**config.mk**
```make
export PLATFORM = sky130hd
export DESIGN_NAME = rmq_div_cell
export DESIGN_NICKNAME = d
export VERILOG_FILES = /design/src/rtl/core/rotation_matrix_to_quaternion_macros.svh /design/src/rtl/core/rmq_pkg.sv /design/src/rtl/core/rmq_div_cell.sv
export SDC_FILE = /design/constraint.sdc
export NUM_CORES = 1
export LEC_CHECK = 0
export BUFFER_PORTS_ARGS = -buffer_cell sky130_fd_sc_hd__buf_4
export CAP_MARGIN = 20
export CORE_UTILIZATION = 47
export CTS_CLUSTER_SIZE = 8
export DETAILED_ROUTE_END_ITERATION = 10
export GPL_TIMING_DRIVEN = 0
export PLACE_DENSITY = 0.78
export SYNTH_ARGS = -nofsm -noshare
export SYNTH_HDL_FRONTEND = slang
export SYNTH_SLANG_ARGS = --single-unit
```
**constraint.sdc**
```tcl
create_clock -name i_clk -period 7.1 [get_ports i_clk]
set_input_delay 1.42 -clock i_clk [delete_from_list [all_inputs] [get_ports i_clk]]
set_output_delay 1.42 -clock i_clk [all_outputs]
set_load 0.01 [all_outputs]
```
**src/rtl/core/rotation_matrix_to_quaternion_macros.svh**
```systemverilog
// Assertion macros for the rotation matrix to quaternion block.
// Each macro takes a label, the clock, the active-low reset, a condition
// and a consequence.
`ifndef ROTATION_MATRIX_TO_QUATERNION_MACROS_SVH
`define ROTATION_MATRIX_TO_QUATERNION_MACROS_SVH
`ifndef SYNTH
`define RMQ_ASSERT_SAME(lbl, clk, rst_n, ante, cons) \
    lbl: assert property (@(posedge clk) disable iff (!rst_n) (ante) |-> (cons)) \
        else $error("rmq: same-cycle check failed");
`define RMQ_ASSERT_NEXT(lbl, clk, rst_n, ante, cons) \
    lbl: assert property (@(posedge clk) disable iff (!rst_n) (ante) |=> (cons)) \
        else $error("rmq: next-cycle check failed");
`else
`define RMQ_ASSERT_SAME(lbl, clk, rst_n, ante, cons)
`define RMQ_ASSERT_NEXT(lbl, clk, rst_n, ante, cons)
`endif
`endif

```
**src/rtl/core/rmq_pkg.sv**
```systemverilog
`timescale 1ns / 1ps
// ----------------------------------------------------------------------------
// rmq_pkg
// Types, codes and width helpers shared by the matrix to quaternion files.
// ----------------------------------------------------------------------------
package rmq_pkg;

    localparam int RMQ_FRAC_BITS = 14;
    // Quotient bits kept by the divider chain; the top two flag overflow.
    localparam int RMQ_Q_W       = 17;
    // Width of an off-diagonal sum or difference.
    localparam int RMQ_D_W       = 17;

    localparam logic [1:0] CASE_W = 2'd0;
    localparam logic [1:0] CASE_X = 2'd1;
    localparam logic [1:0] CASE_Y = 2'd2;
    localparam logic [1:0] CASE_Z = 2'd3;

    typedef struct packed {
        logic signed [15:0] m00;
        logic signed [15:0] m01;
        logic signed [15:0] m02;
        logic signed [15:0] m10;
        logic signed [15:0] m11;
        logic signed [15:0] m12;
        logic signed [15:0] m20;
        logic signed [15:0] m21;
        logic signed [15:0] m22;
    } t_mat;

    typedef struct packed {
        logic signed [15:0] quat_x;
        logic signed [15:0] quat_y;
        logic signed [15:0] quat_z;
        logic signed [15:0] quat_w;
        logic [1:0]         case_taken;
        logic               degenerate;
    } t_quat;

    // Sideband that rides along the square root chain.
    typedef struct packed {
        logic [1:0]                  case_sel;
        logic signed [RMQ_D_W-1:0]   d0;
        logic signed [RMQ_D_W-1:0]   d1;
        logic signed [RMQ_D_W-1:0]   d2;
    } t_sq_side;

    // Sideband that rides along the divider chain.
    typedef struct packed {
        logic [1:0]  case_sel;
        logic [2:0]  neg;
        logic        degen;
        logic [15:0] big;
    } t_dv_side;

    // Unsigned radicand width.
    function automatic int rmq_r_w(input int f);
        return ((f > 17) ? f : 17) + 2;
    endfunction

    // Square root result width.
    function automatic int rmq_sq_w(input int f);
        return (rmq_r_w(f) + f + 1) >> 1;
    endfunction

    // Divider datapath width.
    function automatic int rmq_dv_w(input int f);
        return ((19 + f) > (rmq_sq_w(f) + 18)) ? (19 + f) : (rmq_sq_w(f) + 18);
    endfunction

endpackage

```
**src/rtl/core/rmq_div_cell.sv**
```systemverilog
`timescale 1ns / 1ps
// ----------------------------------------------------------------------------
// rmq_div_cell
// One step of a three-lane restoring divider: one quotient bit per lane.
// ----------------------------------------------------------------------------
module rmq_div_cell
    import rmq_pkg::*;
#(
    parameter int FRAC_BITS = RMQ_FRAC_BITS,
    parameter int POS       = 0
) (
    input  logic                              i_clk,
    input  logic                              i_rst_n,
    input  logic                              i_valid,
    output logic                              o_ready,
    input  logic [rmq_dv_w(FRAC_BITS)-1:0]    i_rem [3],
    input  logic [RMQ_Q_W-1:0]                i_q [3],
    input  logic [rmq_dv_w(FRAC_BITS)-1:0]    i_div,
    input  t_dv_side                          i_side,
    output logic                              o_valid,
    input  logic                              i_ready,
    output logic [rmq_dv_w(FRAC_BITS)-1:0]    o_rem [3],
    output logic [RMQ_Q_W-1:0]                o_q [3],
    output logic [rmq_dv_w(FRAC_BITS)-1:0]    o_div,
    output t_dv_side                          o_side
);

    localparam int DW = rmq_dv_w(FRAC_BITS);
    localparam logic [RMQ_Q_W-1:0] QBIT = RMQ_Q_W'(1) << POS;

    logic            r_valid;
    logic [DW-1:0]   r_rem [3];
    logic [RMQ_Q_W-1:0] r_q [3];
    logic [DW-1:0]   r_div;
    t_dv_side        r_side;
    logic [DW-1:0]   n_rem [3];
    logic [RMQ_Q_W-1:0] n_q [3];
    logic [DW-1:0]   shifted;

    // Compare each lane remainder with the divisor at this bit weight.
    always_comb begin
        shifted = i_div << POS;
        for (int l = 0; l < 3; l++) begin
            if (i_rem[l] >= shifted) begin
                n_rem[l] = i_rem[l] - shifted;
                n_q[l]   = i_q[l] | QBIT;
            end else begin
                n_rem[l] = i_rem[l];
                n_q[l]   = i_q[l];
            end
        end
    end

    assign o_ready = !r_valid || i_ready;

    always_ff @(posedge i_clk) begin
        if (!i_rst_n) begin
            r_valid <= 1'b0;
        end else if (o_ready) begin
            r_valid <= i_valid;
        end
    end

    always_ff @(posedge i_clk) begin
        if (o_ready && i_valid) begin
            r_rem  <= n_rem;
            r_q    <= n_q;
            r_div  <= i_div;
            r_side <= i_side;
        end
    end

    assign o_valid = r_valid;
    assign o_rem   = r_rem;
    assign o_q     = r_q;
    assign o_div   = r_div;
    assign o_side  = r_side;

endmodule

```
# After elaboration in Yosys (flattened, before gate mapping)
# Index checks and enable logic that the tools add are counted.
# classes
shifts	0
mul	0
add_sub_neg	3
n_lt_le_gt_ge	3
bitwise_logic	0
eq_ne	0
reduce_logical	3
div	0
muxes	3
# op_table
cell	n
>= comparator 35 bit	3
2-to-1 mux 35 bit	3
subtractor 35 bit	3
logical AND 1 bit	1
logical NOT 1 bit	1
logical OR 1 bit	1
# totals
in_bits	217
mem_count	0
word_cells	27
out_inout_bits	215
mem_bits_rw	0
ff_bits	214
mem_bits_ro	0
latch_bits	0

# Longest topological paths before layout
# depth
word_depth	3
mapped_depth	13

# Least setup slack after synthesis
# OpenSTA, ideal clock, no wires.
# synth_timing
kind	input port to flip-flop
start	input port i_ready
end	register r_div[0] (netlist: o_div[0]), enable pin
t_arrival_ps	6487
setup_slack_ps	13
cell_stages	2
cell_sequence	nand2b_1 -> and2_1
# synth_between
elab_chain_cells	2
# synth_rtl
item	line_no	source
start: declaration	rmq_div_cell.sv:21	input logic i_ready,
logical OR 1 bit	rmq_div_cell.sv:54	assign o_ready = !r_valid || i_ready;
logical AND 1 bit	rmq_div_cell.sv:65	if (o_ready && i_valid) begin
end signal: assignment	rmq_div_cell.sv:68	r_div <= i_div;
end: declaration	rmq_div_cell.sv:34	logic [DW-1:0] r_div;
# No other way between the ends.
# A chain may end at the register's enable or synchronous reset.

==> metrics.txt <==
sequential element share of the synthesized area=0.484; Avg Cell Area, Syn=~11 um2; initial core utilization=0.477; crit-path max FO=10; layout cells sized above 1=0.294; largest net degree at the start of global routing=58; hold_buf cts=0; worst path bufs/invs=4; Core Box Area=0.0278 mm2; Hold Path End=o_valid; Mapped Cells=approximately 1200; crit end category=flop; fin. max-slew vios=0; row cnt=61; Finished Layout Cells=approximately 2100; Post-synth EDFFs=213; cell area after layout=between 0.015 and 0.02 mm2; Fin Hold WS=0.662 ns; crit-path leading delay family=compound AO/OA/AOI/OAI gates; clock tree from TritonCTS=built; Congestion Overflow GR=0; Primary FF master, synth=edfxtp_1; Critical Path AT=4.96 ns; CTS root buffer=clkbuf_16; Hold Vio Cnt, Final=0; die height=170 um; Final #Nets=2037; initial antenna violation count=1; Largest stage delay, worst path=between 0.6 and 0.7 ns; clock sinks=214; Synth top area share=0.482; first-pass GRT wire length=63100 um; Synth area leaders=edfxtp_1 (48%), ha_1 (9.9%), a21oi_1 (5.4%), xnor2_1 (3.9%), o21ai_0 (3.4%); Die Area=just under 0.03 mm2; status=completed; vias in the first global route=11300; post-synthesis async set-or-reset flop share=0; Layout area overhead=34.9%; RSZ-0062 raised after global routing=false; Max-slew headroom=0.489; number of max-cap violations=0; clk_skew=between 0.008 and 0.009 ns; slowest stage cell, crit path=a311oi_1; Setup Buffers After CTS=0; Peak VDD IR=0.193 mV; Leak=7.79 nW; hold path depth=2; clock slew at reported path FFs=~0.050 ns; CP required=7.34 ns; Yosys top cell by area=edfxtp_1; Placer Congestion=0.928; Place WS=1.86 ns; io pins=432; routed length per instance=20.9 um; Yosys cell types=68; CP Depth=12; WS Path Type=primary input to flop; via-per-instance ratio=5.57; startpoint types=primary input; initial DRC count=718; dpl cell area=0.0171 mm2; placed cell count=2058; Worst Max-Slew Pin Slew=0.767 ns; hold_sp=o_valid; worst path cell trace=buf_4, inv_1, ha_1, nor2b_1, o2111ai_1, nand3_1, a311oi_1, o31a_1, o41a_2, buf_2, clkbuf_1, o21ai_0; syn_nets=1571; Routed Antenna Nets=0; gr usage total=0.289; cts repair resizes=0; #FFs+latches synth=214; Worst R2R End=o_rem[95]; 1st-pass router iterations=5; pwr/cell area=222 mW/mm2; Setup-failing EPs final=0; most common library cells after synthesis=edfxtp_1 (213), a21oi_1 (143), ha_1 (105); via count=11700; top-count cell post-synth=edfxtp_1; mapped cell area=0.0133 mm2; Port Buffers=around 430; worst-case clock buffer depth=3; post-route setup slack=2.38 ns; CTS Buf Count=30; f_max=around 210 MHz; drt total wl=44000 um; worst skew pair latency=~0.54 ns; R2R Path Start=o_valid; Final min period=4.72 ns; Hold Crit Class=flop to flop; CTS H-tree depth=1; Final Cycle Share=0.665; Worst Reg-to-Reg Cells=4; die width=170 um; Tot Pwr=roughly 4.0 mW; DRC errors left=0; synth warn=0; R2R Setup Slk=4.89 ns; DP Wirelength=35000 um
==> worst max-delay path by stage <==
stage	startpoint	to	slack (ns)
final	i_div[1]	o_rem[93]	2.38
after global routing	i_div[1]	o_rem[93]	2.13
after CTS	i_div[1]	o_rem[93]	2.41
after detailed placement	i_div[1]	o_rem[93]	1.86
after global placement	i_ready	o_rem[102]	-2.00
after floorplan	i_ready	o_div[0]	0.01
==> per-layer routing <==
| layer | share of wire | vias to the layer above | global-route usage |
|---|---|---|---|
| met5 | 0 | - | 0 |
| met4 | 0.037 | 0 | 0.117 |
| met3 | 0.089 | 88 | 0.0772 |
| met2 | 0.49 | 473 | 0.506 |
| met1 | 0.38 | 5529 | 0.334 |
| li1 | - | 5636 | - |
==> cells in the final DEF (no fill, tap or decap), types with 25 or more instances in the layout <==
cell type | synthesis | layout
o21ai_0 | 89 | 89
buf_4 | 3 | 434
ha_1 | 105 | 105
nand3_1 | 25 | 25
xnor2_1 | 59 | 59
clkbuf_16 | 0 | 31
nor2_1 | 100 | 100
inv_1 | 67 | 67
edfxtp_1 | 213 | 213
a21oi_1 | 143 | 143
a21o_1 | 51 | 51
clkbuf_1 | 20 | 34
nand2_1 | 77 | 77
xor2_1 | 32 | 32
==> state kept, by name (all words and copies together), names as in the netlist <==
name and cells:
o_valid 1, o_rem 105, o_side 22, o_div 35
o_q 51
==> worst reg2reg max path, stage by stage (launching register included) <==
cell and delay [ns]:
dfxtp_1 0.32, nand2b_1 0.15, and2_4 0.65, buf_16 0.37
buf_16 0.32
==> kinds of logic after synthesis <==
kind of cell | share of synthesized area
fa+ha+maj | 0.104
compound gates | 0.183
buf+inv | 0.0316
mux | 0.0253
simple gates | 0.112
xor+xnor | 0.0601
flops | 0.484
==> cell type report <==
class | instances | area (um2)
flip-flops and latches | 214 | 6420
repair buffers | 434 | 3320
diodes | 1 | 2.50
inverters | 67 | 251
fillers | 2320 | 9900
multi-input cells | 929 | 6430
well taps | 378 | 473
plain buffers | 36 | 168
clock buffers | 45 | 828
==> power by group <==
group	switching (mW)	internal [mW]	leakage, nW	total (mW)
registers	0.0304	1.54	2.06	1.57
clock network	0.514	0.784	0.399	1.30
logic	0.608	0.490	5.33	1.10
==> stage by stage <==
stage / TNS, ns / util
after floorplan: 0 / -
after global placement: -421.69 / 0.611
after detailed placement: 0 / 0.614
after CTS: 0 / 0.644
after global routing: 0 / 0.644
final: 0 / 0.644
No activity file was read; power rests on OpenSTA's default activity.
