[config.mk]
export PLATFORM = sky130hd
export DESIGN_NAME = rmq_sqrt_cell
export DESIGN_NICKNAME = d
export VERILOG_FILES = /design/src/rtl/core/rotation_matrix_to_quaternion_macros.svh /design/src/rtl/core/rmq_pkg.sv /design/src/rtl/core/rmq_sqrt_cell.sv
export SDC_FILE = /design/constraint.sdc
export NUM_CORES = 1
export LEC_CHECK = 0
export ABC_AREA = 1
export BUFFER_PORTS_ARGS = -buffer_cell sky130_fd_sc_hd__buf_2
export CORE_MARGIN = 2
export CORE_UTILIZATION = 57
export CTS_CLUSTER_SIZE = 16
export DETAILED_ROUTE_END_ITERATION = 10
export HOLD_SLACK_MARGIN = 0.08
export PLACE_DENSITY = 0.92
export SETUP_SLACK_MARGIN = 0.05
export SYNTH_ARGS = -nofsm -noshare
export SYNTH_HDL_FRONTEND = slang
export SYNTH_SLANG_ARGS = --single-unit
[constraint.sdc]
create_clock -name i_clk -period 20.1 [get_ports i_clk]
set_clock_uncertainty 0.05 [all_clocks]
set_input_delay 2.01 -clock i_clk [delete_from_list [all_inputs] [get_ports i_clk]]
set_output_delay 2.01 -clock i_clk [all_outputs]
set_load 0.05 [all_outputs]
[src/rtl/core/rotation_matrix_to_quaternion_macros.svh]
// Assertion macros for the rotation matrix to quaternion block.
// Each macro takes a label, the clock, the active-low reset, a condition
// and a consequence.
`ifndef ROTATION_MATRIX_TO_QUATERNION_MACROS_SVH
`define ROTATION_MATRIX_TO_QUATERNION_MACROS_SVH
`ifndef SYNTH
`define RMQ_ASSERT_SAME(lbl, clk, rst_n, ante, cons) \
    lbl: assert property (@(posedge clk) disable iff (!rst_n) (ante) |-> (cons)) \
        else $error("rmq: same-cycle check failed");
`define RMQ_ASSERT_NEXT(lbl, clk, rst_n, ante, cons) \
    lbl: assert property (@(posedge clk) disable iff (!rst_n) (ante) |=> (cons)) \
        else $error("rmq: next-cycle check failed");
`else
`define RMQ_ASSERT_SAME(lbl, clk, rst_n, ante, cons)
`define RMQ_ASSERT_NEXT(lbl, clk, rst_n, ante, cons)
`endif
`endif

[src/rtl/core/rmq_pkg.sv]
`timescale 1ns / 1ps
// ----------------------------------------------------------------------------
// rmq_pkg
// Types, codes and width helpers shared by the matrix to quaternion files.
// ----------------------------------------------------------------------------
package rmq_pkg;

    localparam int RMQ_FRAC_BITS = 14;
    // Quotient bits kept by the divider chain; the top two flag overflow.
    localparam int RMQ_Q_W       = 17;
    // Width of an off-diagonal sum or difference.
    localparam int RMQ_D_W       = 17;

    localparam logic [1:0] CASE_W = 2'd0;
    localparam logic [1:0] CASE_X = 2'd1;
    localparam logic [1:0] CASE_Y = 2'd2;
    localparam logic [1:0] CASE_Z = 2'd3;

    typedef struct packed {
        logic signed [15:0] m00;
        logic signed [15:0] m01;
        logic signed [15:0] m02;
        logic signed [15:0] m10;
        logic signed [15:0] m11;
        logic signed [15:0] m12;
        logic signed [15:0] m20;
        logic signed [15:0] m21;
        logic signed [15:0] m22;
    } t_mat;

    typedef struct packed {
        logic signed [15:0] quat_x;
        logic signed [15:0] quat_y;
        logic signed [15:0] quat_z;
        logic signed [15:0] quat_w;
        logic [1:0]         case_taken;
        logic               degenerate;
    } t_quat;

    // Sideband that rides along the square root chain.
    typedef struct packed {
        logic [1:0]                  case_sel;
        logic signed [RMQ_D_W-1:0]   d0;
        logic signed [RMQ_D_W-1:0]   d1;
        logic signed [RMQ_D_W-1:0]   d2;
    } t_sq_side;

    // Sideband that rides along the divider chain.
    typedef struct packed {
        logic [1:0]  case_sel;
        logic [2:0]  neg;
        logic        degen;
        logic [15:0] big;
    } t_dv_side;

    // Unsigned radicand width.
    function automatic int rmq_r_w(input int f);
        return ((f > 17) ? f : 17) + 2;
    endfunction

    // Square root result width.
    function automatic int rmq_sq_w(input int f);
        return (rmq_r_w(f) + f + 1) >> 1;
    endfunction

    // Divider datapath width.
    function automatic int rmq_dv_w(input int f);
        return ((19 + f) > (rmq_sq_w(f) + 18)) ? (19 + f) : (rmq_sq_w(f) + 18);
    endfunction

endpackage

[src/rtl/core/rmq_sqrt_cell.sv]
`timescale 1ns / 1ps
// ----------------------------------------------------------------------------
// rmq_sqrt_cell
// One step of a restoring square root: resolves one result bit per cell.
// ----------------------------------------------------------------------------
module rmq_sqrt_cell
    import rmq_pkg::*;
#(
    parameter int FRAC_BITS = RMQ_FRAC_BITS,
    parameter int POS       = 0
) (
    input  logic                                  i_clk,
    input  logic                                  i_rst_n,
    input  logic                                  i_valid,
    output logic                                  o_ready,
    input  logic [2*rmq_sq_w(FRAC_BITS)-1:0]      i_n,
    input  logic [2*rmq_sq_w(FRAC_BITS)-1:0]      i_res,
    input  t_sq_side                              i_side,
    output logic                                  o_valid,
    input  logic                                  i_ready,
    output logic [2*rmq_sq_w(FRAC_BITS)-1:0]      o_n,
    output logic [2*rmq_sq_w(FRAC_BITS)-1:0]      o_res,
    output t_sq_side                              o_side
);

    localparam int NW = 2 * rmq_sq_w(FRAC_BITS);
    localparam logic [NW-1:0] BIT = NW'(1) << (2 * POS);

    logic            r_valid;
    logic [NW-1:0]   r_n;
    logic [NW-1:0]   r_res;
    t_sq_side        r_side;
    logic [NW-1:0]   n_n;
    logic [NW-1:0]   n_res;
    logic [NW-1:0]   trial;
    logic            fits;

    // Try to subtract the trial value for this bit position.
    always_comb begin
        trial = i_res + BIT;
        fits  = (i_n >= trial);
        n_n   = fits ? (i_n - trial) : i_n;
        n_res = fits ? ((i_res >> 1) + BIT) : (i_res >> 1);
    end

    assign o_ready = !r_valid || i_ready;

    always_ff @(posedge i_clk) begin
        if (!i_rst_n) begin
            r_valid <= 1'b0;
        end else if (o_ready) begin
            r_valid <= i_valid;
        end
    end

    always_ff @(posedge i_clk) begin
        if (o_ready && i_valid) begin
            r_n    <= n_n;
            r_res  <= n_res;
            r_side <= i_side;
        end
    end

    assign o_valid = r_valid;
    assign o_n     = r_n;
    assign o_res   = r_res;
    assign o_side  = r_side;

endmodule

# Word level (Yosys, flattened, before mapping)

Index checks and enable logic that the tools add are counted.

Add/subtract/negate cells: 3
Muxes and demuxes: 2
Order comparisons: 1
Reductions and logical operators: 3

Operators with widths:

| cell                                                             | count |
|---|---|
| 33-bit by 1-bit adder with 34-bit output (second input constant) | 1 |
| 34-bit by 1-bit adder with 34-bit output (second input constant) | 1 |
| 34-bit greater-or-equal comparator                               | 1 |
| 34-bit 2-to-1 mux                                                | 1 |
| 34-bit subtractor                                                | 1 |
| 33-bit 2-to-1 mux                                                | 1 |
| 1-bit logical AND                                                | 1 |
| 1-bit logical NOT                                                | 1 |
| 1-bit logical OR                                                 | 1 |

Register bits: 122
Input port bits: 125
Word-level logic and storage cells: 17
Output and inout bits: 123

# Longest topological paths before layout

Gate-level depths: netlist of the first run.

Depth after elaboration: 3
Depth in mapped cells: 21
Mapped depth without buffers: 20

# Least setup slack after synthesis of the first run

No wires, ideal clock.

Kind: in2reg
Start: input i_valid
End: register r_n[0], in the netlist o_n[0], enable pin
Path slack: 11.533 ns
Library setup time: 0.640 ns
Data required time: 19.410 ns
Buffers on the path: 0
Stages on the path: 2
Data arrival time: 7.877 ns
Cells stage by stage: inv_1 a21oi_1

Longest elaborated chain between the ends: 1

RTL lines:

| what                 | RTL line            | text |
|---|---|---|
| start, declared      | rmq_sqrt_cell.sv:14 | `input logic i_valid,` |
| 1-bit logical AND    | rmq_sqrt_cell.sv:57 | `if (o_ready && i_valid) begin` |
| end signal, assigned | rmq_sqrt_cell.sv:58 | `r_n <= n_n;` |
| end, declared        | rmq_sqrt_cell.sv:30 | `logic [NW-1:0] r_n;` |

No other way between the ends.
A chain may end at the register's enable or synchronous reset.

# Worst setup path after layout of the first run

Start: input i_res[2]
End: register r_res[2], in the netlist o_res[2] (data pin)

Longest elaborated chain between the ends: 3
Elaborated cells on any way between the ends: 4
Classes of those cells: add/sub: 2; order compare: 1; mux: 1

RTL lines:

| what                                     | RTL line            | text |
|---|---|---|
| start, declared                          | rmq_sqrt_cell.sv:17 | `input logic [2*rmq_sq_w(FRAC_BITS)-1:0] i_res,` |
| 34-bit by 1-bit adder with 34-bit output | rmq_sqrt_cell.sv:40 | `trial = i_res + BIT;` |
| 34-bit greater-or-equal comparator       | rmq_sqrt_cell.sv:41 | `fits = (i_n >= trial);` |
| 33-bit 2-to-1 mux (*)                    | rmq_sqrt_cell.sv:43 | `n_res = fits ? ((i_res >> 1) + BIT) : (i_res >> 1);` |
| named net n_res[2]                       | rmq_sqrt_cell.sv:34 | `logic [NW-1:0] n_res;` |
| end signal, assigned                     | rmq_sqrt_cell.sv:59 | `r_res <= n_res;` |
| end, declared                            | rmq_sqrt_cell.sv:31 | `logic [NW-1:0] r_res;` |

The timed path passes the listed nets; every way through them passes the cells marked *.

==> impl_results.rst, run 1 <==
.. list-table::
   :header-rows: 1

   * - Metric
     - Value
   * - Storage cell area
     - 3650 sq um
   * - Number of max-cap violations
     - 0
   * - H-tree depth
     - 4
   * - Remaining global-route overflow
     - 0
   * - Vias
     - 8350
   * - Setup crit start kind
     - input pin
   * - Horizontal die dimension
     - 125 microns
   * - Buffer count from post-CTS setup fixing
     - 0
   * - Number of inserted diodes
     - 0
   * - Multi-input logic area
     - 4060 sq um
   * - Crit path max fanout
     - 99
   * - Nature of the critical path endpoint
     - flop
   * - DR WL met2
     - 13.6 mm
   * - Post-route fraction of the period consumed by the critical path
     - 0.287
   * - Max_slew headroom
     - 0.276
   * - Number of nets in the finished design
     - 1479
   * - Achievable frequency
     - 0.173 GHz
   * - Number of routed nets with antenna violations
     - 0
   * - Hold Vio Cnt, Final
     - 0
   * - Final weighted congestion in routability-driven placement
     - 0.996
   * - First-pass DRT Iterations
     - 6
   * - Slowest stage delay, CP
     - 0.50 ns
   * - Worst ir drop on vdd
     - 60.0 uV
   * - Routed wire length on met3
     - 2.61 mm
   * - Initial standard-cell utilization of the core
     - 0.579
   * - Worst hold margin
     - 0.532 ns
   * - Synthesized netlist net count
     - 1226
   * - Total number of yosys warnings
     - 0
   * - Ratio of cells with drive above 1 in the final layout
     - 0.234
   * - Final number of setup-violating endpoints
     - 0
   * - Synthesized area per cell
     - 7.85 sq um
   * - Highest metal layer with signal wires
     - met4
   * - Filler instances
     - 1151
   * - Average via count per standard cell
     - 5.52
   * - Most used cell, CP
     - sky130_fd_sc_hd__nand2_1
   * - Arrival @ worst endpoint
     - 6.02 ns
   * - Core Area
     - 14400 sq um
   * - Critical Path, Cell by Cell
     - buf_2, ha_1, nand3_1, nor2_1, inv_1, nor3_1, nand2_1, xor2_1, ha_1, inv_1, o21ai_0, a21boi_0, nand3_2, nor2_4, nand2_8, inv_4, nand2_1, nand2_1
   * - Half-perimeter wire length after detailed placement
     - 21.7 mm
   * - Highest-count cells in the layout ignoring fill and taps
     - sky130_fd_sc_hd__nand2_1 (395), sky130_fd_sc_hd__buf_2 (247), sky130_fd_sc_hd__inv_1 (140), sky130_fd_sc_hd__edfxtp_1 (121), sky130_fd_sc_hd__nor2_1 (86)
   * - Routed WL
     - 27.7 mm
   * - Wire length of the first global-routing pass
     - 42.4 mm
   * - Number of clock sinks seen by CTS
     - 122
   * - Post-synthesis sequential area ratio
     - 0.437
   * - Worst hold-check path type
     - reg2reg
   * - Initial antenna violation count
     - 0
   * - DIE AREA
     - 15600 sq um
   * - Transition at the pin with the smallest max-transition slack
     - 1.09 ns
   * - Number of top-level design ports
     - 248
   * - Routed wire length per instance
     - 18.3 microns
   * - Synth unique cells
     - 39
   * - Pin count of the biggest net entering global routing
     - 100
   * - Resized cells post-CTS
     - 0
   * - Worst Setup Path Type
     - in2reg
   * - CTS clk-pin slew, worst paths
     - 0.06 ns
   * - Count of input and output buffers
     - 247
   * - Largest buffer count on any clock path
     - 2
   * - Most common cell after layout, fill and taps aside
     - sky130_fd_sc_hd__nand2_1
   * - First DRT Iteration DRCs
     - 1019
   * - Required time worst endpoint
     - 20.34 ns
   * - Later-pin clock latency in the skew report
     - 0.42 ns
   * - Number of global-route vias before repair
     - 8062
   * - Die H
     - 125 microns
   * - Outcome
     - finished, final reports clean
   * - All-Layer GR Usage
     - 0.350
   * - Post-detailed-route DRC marker count
     - 0
   * - Site row count
     - 44
   * - Register bit total from synthesis
     - 122
   * - Root Driver
     - sky130_fd_sc_hd__clkbuf_16
   * - Leakage power summed over all cells
     - 5.07 nW
   * - Synth Cell Area
     - 8350 sq um
   * - Slowest cell on crit path
     - sky130_fd_sc_hd__inv_4
   * - Synthesized instance count
     - 1064
   * - Final critical delay including setup and external delays
     - 5.78 ns
   * - Routed length on met1
     - 10.1 mm
   * - Final max-slew violation count
     - 0
   * - Number of buffers created by CTS
     - 17
   * - CTS tree
     - yes
   * - Area added between synthesis and finish
     - 23.5%
   * - Post-Route Setup TNS
     - 0 ns
   * - Number of hold-repair buffers added at the cts stage
     - 0
   * - Cell Pwr Density
     - 85.2 nW/um^2
   * - Unrepaired setup endpoints after global routing
     - false
synthesized netlist by cell type (all sizes together):
cell type / n / area [sq um]
nand4: 11 / 68.8
nor3b: 1 / 7.51
buf: 14 / 104
o21ai: 41 / 205
dfxtp: 1 / 20.0
nor4: 3 / 18.8
o211ai: 1 / 7.51
clkbuf: 1 / 3.75
and3: 1 / 6.26
nor3: 24 / 125
edfxtp: 121 / 3630
and2: 1 / 6.26
a21boi: 2 / 15.0
xor2: 71 / 622
nor2: 95 / 389
xnor2: 4 / 35.0
clkinv: 1 / 3.75
o21bai: 3 / 22.5
ha: 36 / 450
nand3: 51 / 318
nand2: 402 / 1540
inv: 143 / 539
a21oi: 30 / 154
nand3b: 5 / 37.5
fa: 1 / 20.0
final timing paths:
path                endpoint      from  depth (start not counted)  slack (ns)
setup reg to reg  o_side[35]   o_valid                          2       18.25
hold reg to reg      o_valid   o_valid                          2        0.53
hold / removal       o_valid   o_valid                          2        0.53
setup / recovery    o_res[2]  i_res[2]                         18       14.32
logic make-up after synthesis:
| logic type | Yosys count | synth area share |
|---|---|---|
| and+or+nand+nor | 594 | 0.301 |
| DFF | 122 | 0.437 |
| buffers and inverters | 159 | 0.0779 |
| adders and majority gates | 37 | 0.0563 |
| AOI/OAI and AO/OA | 77 | 0.0484 |
| xor gates and xnor gates | 75 | 0.0786 |
flip-flops by register name, summed over array words and instances (netlist names):
signal   cells
o_valid      1
o_res       34
o_side      53
o_n         34
power breakdown:
group          switching, W  internal (W)  total [W]  leakage (nW)
Combinational      0.000193     0.0000648   0.000258          3.61
Clock              0.000121      0.000183   0.000304         0.276
Sequential       0.00000655      0.000311   0.000317          1.19
Total              0.000320      0.000559   0.000879          5.07
through the flow:
step,cell area [sq um],power (W),util,instances,worst slack [ns]
6_report,10300,0.000879,0.715,1514,14.32
5_1_grt,10300,0.000912,0.715,1514,14.08
4_1_cts,10300,0.000876,0.715,1514,14.43
3_5_place_dp,9740,0.000575,0.675,1482,14.02
3_3_place_gp,9740,0.000569,0.675,1482,14.19
2_1_floorplan,8350,0.000511,-,1064,11.53
final cells by class:
class | instances | share of cell area
clock buffers | 19 | 0.0420
well taps | 184 | 0.0223
clock inverters | 13 | 0.0137
inverters | 144 | 0.0527
repair buffers | 249 | 0.121
multi-input cells | 783 | 0.394
flip-flops and latches | 122 | 0.354
layer usage:
metal / vias up / GRT usage
met5: - / 0
met4: 0 / 0.150
met3: 120 / 0.0796
met2: 489 / 0.617
met1: 3802 / 0.410
li1: 3939 / -
worst max-delay path: cells and delay by family:
| family | cells | cell delay [ns] |
|---|---|---|
| and+or+nand+nor | 9 | 1.85 |
| xor gates and xnor gates | 1 | 0.26 |
| adders and majority gates | 2 | 0.57 |
| buffers and inverters | 4 | 0.86 |
| AOI/OAI and AO/OA | 2 | 0.44 |
No activity file was read; power rests on OpenSTA's default activity.
==> run 2, diff against run 1 <==
--- a/config.mk
+++ b/config.mk
@@ -8,11 +8,11 @@
 export ABC_AREA = 1
 export BUFFER_PORTS_ARGS = -buffer_cell sky130_fd_sc_hd__buf_2
 export CORE_MARGIN = 2
-export CORE_UTILIZATION = 57
+export CORE_UTILIZATION = 48
 export CTS_CLUSTER_SIZE = 16
 export DETAILED_ROUTE_END_ITERATION = 10
 export HOLD_SLACK_MARGIN = 0.08
-export PLACE_DENSITY = 0.92
+export PLACE_DENSITY = 0.83
 export SETUP_SLACK_MARGIN = 0.05
 export SYNTH_ARGS = -nofsm -noshare
 export SYNTH_HDL_FRONTEND = slang
==> constraint.sdc (replaced) <==
create_clock -name i_clk -period 5 [get_ports i_clk]
set_clock_uncertainty 0.05 [all_clocks]
set_input_delay 0.5 -clock i_clk [delete_from_list [all_inputs] [get_ports i_clk]]
set_output_delay 0.5 -clock i_clk [all_outputs]
set_load 0.05 [all_outputs]
==> impl_results.rst, run 2 (synthesized netlist as in run 1, its figures left out) <==
.. list-table::
   :header-rows: 1

   * - Metric
     - Value
   * - CTS clk-pin slew, worst paths
     - 0.06 ns (about the same)
   * - Number of flip-flops under the largest register name
     - 53 (unchanged)
   * - Final critical delay including setup and external delays
     - 4.11 ns
   * - First-pass DRT Iterations
     - 7 (was 6)
   * - Number of max-cap violations
     - 0 (unchanged)
   * - Outcome
     - finished, final reports clean (unchanged)
   * - Worst slack, placed
     - 0.487 ns (was 14.02 ns)
   * - Final weighted congestion in routability-driven placement
     - 0.998 (was 0.996)
   * - Number of top-level design ports
     - 248 (unchanged)
   * - Root Driver
     - sky130_fd_sc_hd__clkbuf_16 (unchanged)
   * - Max_slew headroom
     - 0.649 (was 0.276)
   * - H-tree depth
     - 4 (unchanged)
   * - Storage cell area
     - 3650 sq um (unchanged)
   * - CTS tree
     - yes (unchanged)
   * - Worst hold-check path type
     - in2reg (was reg2reg)
   * - Unrepaired setup endpoints after global routing
     - false (unchanged)
   * - Worst hold margin
     - 0.199 ns (was 0.532 ns)
   * - Buffer count from post-CTS setup fixing
     - 0 (unchanged)
   * - Initial standard-cell utilization of the core
     - 0.486 (was 0.579)
   * - Routed wire length per instance
     - 17.4 microns (was 18.3 microns)
   * - Routed WL
     - 27.0 mm (was 27.7 mm)
   * - Required time worst endpoint
     - 5.24 ns (was 20.34 ns)
   * - Routed length on met1
     - 10.5 mm (was 10.1 mm)
   * - Number of global-route vias before repair
     - 7628 (was 8062)
   * - Worst Setup Slack, final
     - 0.891 ns (was 14.32 ns)
   * - Vias
     - 8010 (was 8350)
   * - Worst ir drop on vdd
     - 235 uV (was 60.0 uV)
   * - Post-route fraction of the period consumed by the critical path
     - 0.822
   * - Resized cells post-CTS
     - 0 (unchanged)
   * - Pin count of the biggest net entering global routing
     - 82 (was 100)
   * - Cell Pwr Density
     - 341 nW/um^2 (was 85.2 nW/um^2)
   * - Design Area, Final
     - 10400 sq um (was 10300 sq um)
   * - Leakage power summed over all cells
     - 5.09 nW (was 5.07 nW)
   * - Number of buffers created by CTS
     - 17 (unchanged)
   * - Wire length of the first global-routing pass
     - 39.7 mm (was 42.4 mm)
   * - Layout Utilization
     - 0.606 (was 0.715)
   * - Area added between synthesis and finish
     - 24.6% (was 23.5%)
   * - Number of inserted diodes
     - 0 (unchanged)
   * - Site row count
     - 48 (was 44)
   * - Highest metal layer with signal wires
     - met4 (unchanged)
   * - Achievable frequency
     - 0.243 GHz
   * - Final max-slew violation count
     - 0 (unchanged)
   * - Post-Route Setup TNS
     - 0 ns (unchanged)
   * - Arrival @ worst endpoint
     - 4.35 ns (was 6.02 ns)
   * - Die H
     - 136 microns (was 125 microns)
   * - Hold Vio Cnt, Final
     - 0 (unchanged)
   * - Later-pin clock latency in the skew report
     - 0.42 ns (about the same)
   * - Crit path max fanout
     - 81 (was 99)
   * - Number of hold-repair buffers added at the cts stage
     - 0 (unchanged)
   * - Initial antenna violation count
     - 0 (unchanged)
   * - Routed wire length on met3
     - 2.03 mm (was 2.61 mm)
   * - Average via count per standard cell
     - 5.14 (was 5.52)
   * - Core Area
     - 17200 sq um (was 14400 sq um)
   * - Ratio of cells with drive above 1 in the final layout
     - 0.236 (was 0.234)
   * - Number of nets in the finished design
     - 1481 (was 1479)
   * - All-Layer GR Usage
     - 0.289 (was 0.350)
   * - Multi-input logic area
     - 4060 sq um (unchanged)
   * - Post-Place Cell Area
     - 9820 sq um (was 9740 sq um)
   * - Post-detailed-route DRC marker count
     - 0 (unchanged)
   * - Largest buffer count on any clock path
     - 2 (unchanged)
   * - First DRT Iteration DRCs
     - 558 (was 1019)
   * - Worst Setup Path Type
     - in2reg (unchanged)
   * - Count of input and output buffers
     - 247 (unchanged)
   * - DIE AREA
     - 18500 sq um (was 15600 sq um)
   * - Number of routed nets with antenna violations
     - 0 (unchanged)
   * - Filler instances
     - 1563 (was 1151)
   * - Setup crit start kind
     - input pin (unchanged)
   * - Highest-count cells in the layout ignoring fill and taps
     - sky130_fd_sc_hd__nand2_1 (395), sky130_fd_sc_hd__buf_2 (247), sky130_fd_sc_hd__inv_1 (140), sky130_fd_sc_hd__edfxtp_1 (121), sky130_fd_sc_hd__nor2_1 (86) (unchanged)
   * - Final number of setup-violating endpoints
     - 0 (unchanged)
   * - Horizontal die dimension
     - 136 microns (was 125 microns)
   * - Half-perimeter wire length after detailed placement
     - 22.0 mm (was 21.7 mm)
   * - Most common cell after layout, fill and taps aside
     - sky130_fd_sc_hd__nand2_1 (unchanged)
   * - Remaining global-route overflow
     - 0 (unchanged)
   * - Transition at the pin with the smallest max-transition slack
     - 0.522 ns (was 1.09 ns)
   * - Number of clock sinks seen by CTS
     - 122 (unchanged)
   * - Nature of the critical path endpoint
     - flop (unchanged)
   * - DR WL met2
     - 13.3 mm (was 13.6 mm)
## run 2: cell types whose count changed in the layout (fill, tap and decap cells not counted), sizes merged
cell / previous run / this run
clkinv: 6 / 2
clkbuf: 19 / 18
inv: 147 / 151
clkinvlp: 2 / 3
buf: 249 / 251
## run 2: metrics by stage
step	power [W]	cells
6_report	0.00355	1557
5_1_grt	0.00369	1557
4_1_cts	0.00356	1557
3_5_place_dp	0.00232	1525
3_3_place_gp	0.00230	1525
2_1_floorplan	0.00205	1064
## run 2: final timing paths
| path | slack [ns] | depth (start not counted) | startpoint | endpoint |
|---|---|---|---|---|
| hold reg to reg | 0.55 | 2 | o_valid | o_valid |
| setup reg to reg | 3.34 | 2 | o_valid | o_n[7] |
| setup / recovery | 0.89 | 18 | i_res[2] | o_res[1] |
| hold / removal | 0.20 | 1 | i_side[38] | o_side[38] |
## run 2: worst max-delay path, stage by stage
cell and delay, ns:
sky130_fd_sc_hd__buf_2 0.14, sky130_fd_sc_hd__ha_1 0.24, sky130_fd_sc_hd__nand3_1 0.21, sky130_fd_sc_hd__nor2_1 0.29
sky130_fd_sc_hd__inv_1 0.11, sky130_fd_sc_hd__nor3_1 0.42, sky130_fd_sc_hd__nand2_1 0.13, sky130_fd_sc_hd__xor2_1 0.25
sky130_fd_sc_hd__ha_1 0.31, sky130_fd_sc_hd__inv_1 0.08, sky130_fd_sc_hd__o21ai_0 0.10, sky130_fd_sc_hd__a21boi_0 0.28
sky130_fd_sc_hd__nand3_2 0.13, sky130_fd_sc_hd__nor2_4 0.15, sky130_fd_sc_hd__nand2_8 0.30, sky130_fd_sc_hd__inv_4 0.45
sky130_fd_sc_hd__nand2_1 0.12, sky130_fd_sc_hd__nand2_1 0.09
## run 2: where the power goes
group	internal, W	switching, W
combinational	0.000263	0.000764
clock	0.000745	0.000503
sequential	0.00125	0.0000263
total	0.00226	0.00129
## run 2: routing by layer
| layer | vias up | GRT usage |
|---|---|---|
| li1 | 3945 | - |
| met1 | 3632 | 0.335 |
| met2 | 358 | 0.506 |
| met3 | 75 | 0.0533 |
| met4 | 0 | 0.159 |
| met5 | - | 0 |
## run 2: final cells by class
| class | instances | share of cell area |
|---|---|---|
| clock buffer | 18 | 0.0413 |
| inverter | 144 | 0.0522 |
| timing repair buffer | 251 | 0.123 |
| sequential | 122 | 0.351 |
| clock inverter | 14 | 0.0152 |
| multi-input combinational | 783 | 0.390 |
| tap | 225 | 0.0271 |
==> run 3, diff against run 2 <==
--- a/config.mk
+++ b/config.mk
@@ -8,11 +8,11 @@
 export ABC_AREA = 1
 export BUFFER_PORTS_ARGS = -buffer_cell sky130_fd_sc_hd__buf_2
 export CORE_MARGIN = 2
-export CORE_UTILIZATION = 48
+export CORE_UTILIZATION = 53
 export CTS_CLUSTER_SIZE = 16
 export DETAILED_ROUTE_END_ITERATION = 10
 export HOLD_SLACK_MARGIN = 0.08
-export PLACE_DENSITY = 0.83
+export PLACE_DENSITY = 0.87
 export SETUP_SLACK_MARGIN = 0.05
 export SYNTH_ARGS = -nofsm -noshare
 export SYNTH_HDL_FRONTEND = slang
==> constraint.sdc (replaced) <==
create_clock -name i_clk -period 4.2 [get_ports i_clk]
set_clock_uncertainty 0.05 [all_clocks]
set_input_delay 0.42 -clock i_clk [delete_from_list [all_inputs] [get_ports i_clk]]
set_output_delay 0.42 -clock i_clk [all_outputs]
set_load 0.05 [all_outputs]
==> impl_results.rst, run 3 (synthesized netlist as in run 1, its figures left out) <==
.. list-table::
   :header-rows: 1

   * - Metric
     - Value
   * - Cell Pwr Density
     - 409 nW/um^2 (was 341 nW/um^2)
   * - Slowest stage delay, CP
     - 0.40 ns (was 0.45 ns)
   * - Number of max-cap violations
     - 0 (unchanged)
   * - Worst ir drop on vdd
     - 337 uV (was 235 uV)
   * - Post-Place Cell Area
     - 9920 sq um (was 9820 sq um)
   * - Startpoint of the worst register-to-register path
     - o_valid (unchanged)
   * - Transition at the pin with the smallest max-transition slack
     - 0.532 ns (was 0.522 ns)
   * - Final number of setup-violating endpoints
     - 0 (unchanged)
   * - Worst Setup Path Type
     - in2reg (unchanged)
   * - Highest-count cells in the layout ignoring fill and taps
     - sky130_fd_sc_hd__nand2_1 (395), sky130_fd_sc_hd__buf_2 (247), sky130_fd_sc_hd__inv_1 (140), sky130_fd_sc_hd__edfxtp_1 (121), sky130_fd_sc_hd__nor2_1 (86) (unchanged)
   * - Average via count per standard cell
     - 5.21 (was 5.14)
   * - Outcome
     - finished, final reports clean (unchanged)
   * - Initial standard-cell utilization of the core
     - 0.545 (was 0.486)
   * - Post-detailed-route DRC marker count
     - 0 (unchanged)
   * - Logic gate share of total power
     - 0.295 (was 0.289)
   * - Crit path max fanout
     - 22 (was 81)
   * - Ratio of cells with drive above 1 in the final layout
     - 0.243 (was 0.236)
   * - Most used cell, CP
     - sky130_fd_sc_hd__nand2_1 (unchanged)
   * - Site row count
     - 45 (was 48)
   * - Switching portion of total power
     - 0.363 (was 0.364)
   * - Final critical delay including setup and external delays
     - 3.62 ns
   * - Routed wire length per instance
     - 17.9 microns (was 17.4 microns)
   * - Half-perimeter wire length after detailed placement
     - 22.7 mm (was 22.0 mm)
   * - Arrival @ worst endpoint
     - 3.75 ns (was 4.35 ns)
   * - Pin count of the biggest net entering global routing
     - 85 (was 82)
   * - Source of the worst hold timing path
     - i_side[51] (was i_side[38])
   * - Final weighted congestion in routability-driven placement
     - 0.966 (was 0.998)
   * - Buffer count from post-CTS setup fixing
     - 0 (unchanged)
   * - Most common cell after layout, fill and taps aside
     - sky130_fd_sc_hd__nand2_1 (unchanged)
   * - Horizontal die dimension
     - 130 microns (was 136 microns)
   * - Vias
     - 8097 (was 8010)
   * - Required time worst endpoint
     - 4.33 ns (was 5.24 ns)
   * - Number of global-route vias before repair
     - 7535 (was 7628)
   * - Number of clock sinks seen by CTS
     - 122 (unchanged)
   * - Hold Vio Cnt, Final
     - 0 (unchanged)
   * - Wire length of the first global-routing pass
     - 41.0 mm (was 39.7 mm)
   * - Number of inserted diodes
     - 0 (unchanged)
   * - Later-pin clock latency in the skew report
     - 0.42 ns (about the same)
   * - Sequential fraction of design power
     - 0.352 (was 0.359)
   * - Post-Route Setup TNS
     - 0 ns (unchanged)
   * - Worst reg-to-reg path cell count
     - 2 (unchanged)
   * - DIE AREA
     - 16800 sq um (was 18500 sq um)
   * - Critical Path, Cell by Cell
     - buf_2, ha_1, nand3_1, inv_1, nand2_1, nor2_1, xor2_1, o21ai_0, ha_1, nand2_2, nor2_2, nand2_1, nor2_2, nand3_1, nand3_2, nor2_4, nand2_8, inv_4, buf_12, nand2_1, nand2_1 (was buf_2, ha_1, nand3_1, nor2_1, inv_1, nor3_1, nand2_1, xor2_1, ha_1, inv_1, o21ai_0, a21boi_0, nand3_2, nor2_4, nand2_8, inv_4, nand2_1, nand2_1)
   * - Area added between synthesis and finish
     - 26.1% (was 24.6%)
   * - Internal power consumption
     - 0.00275 W (was 0.00226 W)
   * - First DRT Iteration DRCs
     - 814 (was 558)
   * - All-Layer GR Usage
     - 0.332 (was 0.289)
   * - Storage cell area
     - 3650 sq um (unchanged)
   * - Worst hold-check path type
     - in2reg (unchanged)
   * - CTS tree
     - yes (unchanged)
   * - NetSw
     - 0.00157 W (was 0.00129 W)
   * - Multi-input logic area
     - 4060 sq um (unchanged)
   * - H-tree depth
     - 4 (unchanged)
   * - Critical path startpoint
     - i_res[2] (unchanged)
   * - Slowest cell on crit path
     - sky130_fd_sc_hd__ha_1 (was sky130_fd_sc_hd__inv_4)
   * - Filler instances
     - 1254 (was 1563)
   * - Core Area
     - 15300 sq um (was 17200 sq um)
   * - Remaining global-route overflow
     - 0 (unchanged)
   * - Largest buffer count on any clock path
     - 2 (unchanged)
   * - Part of the power in the clock network
     - 0.353 (was 0.352)
   * - Number of hold-repair buffers added at the cts stage
     - 0 (unchanged)
   * - Leakage power summed over all cells
     - 5.17 nW (was 5.09 nW)
   * - Unrepaired setup endpoints after global routing
     - false (unchanged)
   * - Number of flip-flops under the largest register name
     - 53 (unchanged)
   * - Number of routed nets with antenna violations
     - 0 (unchanged)
   * - Count of input and output buffers
     - 247 (unchanged)
   * - Setup crit start kind
     - input pin (unchanged)
   * - Number of buffers created by CTS
     - 17 (unchanged)
   * - Number of cells on the worst hold path
     - 1 (unchanged)
   * - Number of nets in the finished design
     - 1491 (was 1481)
   * - Die H
     - 130 microns (was 136 microns)
   * - CTS clk-pin slew, worst paths
     - 0.06 ns (about the same)
   * - Root Driver
     - sky130_fd_sc_hd__clkbuf_16 (unchanged)
   * - Initial antenna violation count
     - 0 (unchanged)
   * - Final max-slew violation count
     - 0 (unchanged)
   * - Post-route fraction of the period consumed by the critical path
     - 0.862
   * - Max_slew headroom
     - 0.642 (was 0.649)
   * - Routed WL
     - 27.8 mm (was 27.0 mm)
   * - First-pass DRT Iterations
     - 5 (was 7)
   * - Design Area, Final
     - 10500 sq um (was 10400 sq um)
   * - Nature of the critical path endpoint
     - flop (unchanged)
   * - Achievable frequency
     - 0.276 GHz
   * - Number of top-level design ports
     - 248 (unchanged)
   * - Resized cells post-CTS
     - 0 (unchanged)
-- run 3: cell count changes in the layout (fill, tap and decap cells not counted), sizes merged --
cell / previous run / this run
buf: 251 / 261
inv: 151 / 150
clkinvlp: 3 / 2
clkbuf: 18 / 19
clkinv: 2 / 3
-- run 3: worst max-delay path, delay by kind of cell --
family,cells,cell delay (ns)
AND/OR/NAND/NOR,13,1.68
buffers and inverters,4,0.52
XOR/XNOR,1,0.27
AO/OA/AOI/OAI,1,0.19
adder cells (fa/ha/maj),2,0.66
-- run 3: power by group through the flow --
| stage | registers (W) | logic [W] | clock network, W |
|---|---|---|---|
| finish | 0.00152 | 0.00127 | 0.00152 |
| global route | 0.00152 | 0.00137 | 0.00159 |
| CTS | 0.00152 | 0.00126 | 0.00153 |
| detailed placement | 0.00154 | 0.00125 | 0 |
| global placement | 0.00154 | 0.00124 | 0 |
| floorplan | 0.00191 | 0.000526 | 0 |
-- run 3: worst paths after layout --
| path | to | slack [ns] |
|---|---|---|
| worst min-delay path | o_side[51] | 0.12 |
| worst max register to register | o_n[19] | 2.73 |
| worst max-delay path | o_res[1] | 0.58 |
| worst min register to register | o_valid | 0.54 |
-- run 3: layer usage --
metal / share of wire / GRT usage
met1: 0.38 / 0.394
met2: 0.51 / 0.604
met3: 0.088 / 0.0727
met4: 0.022 / 0.0949
met5: 0 / 0
-- run 3: stage by stage --
stage          cells   util  worst slack, ns  power [W]  hold slack (ns)
2_1_floorplan   1064      -            0.942    0.00244            0.469
3_3_place_gp    1521  0.648            0.303    0.00277            0.497
3_5_place_dp    1521  0.648            0.212    0.00280            0.536
4_1_cts         1553  0.688            0.666    0.00431            0.105
5_1_grt         1553  0.688            0.305    0.00448            0.103
6_report        1553  0.688            0.580    0.00431            0.115
-- run 3: cell type report --
cell class,count,share of cell area
sequential,122,0.347
inverter,144,0.0516
multi-input combinational,783,0.385
tap,211,0.0251
timing repair buffer,261,0.133
clock buffer,19,0.0430
clock inverter,13,0.0147
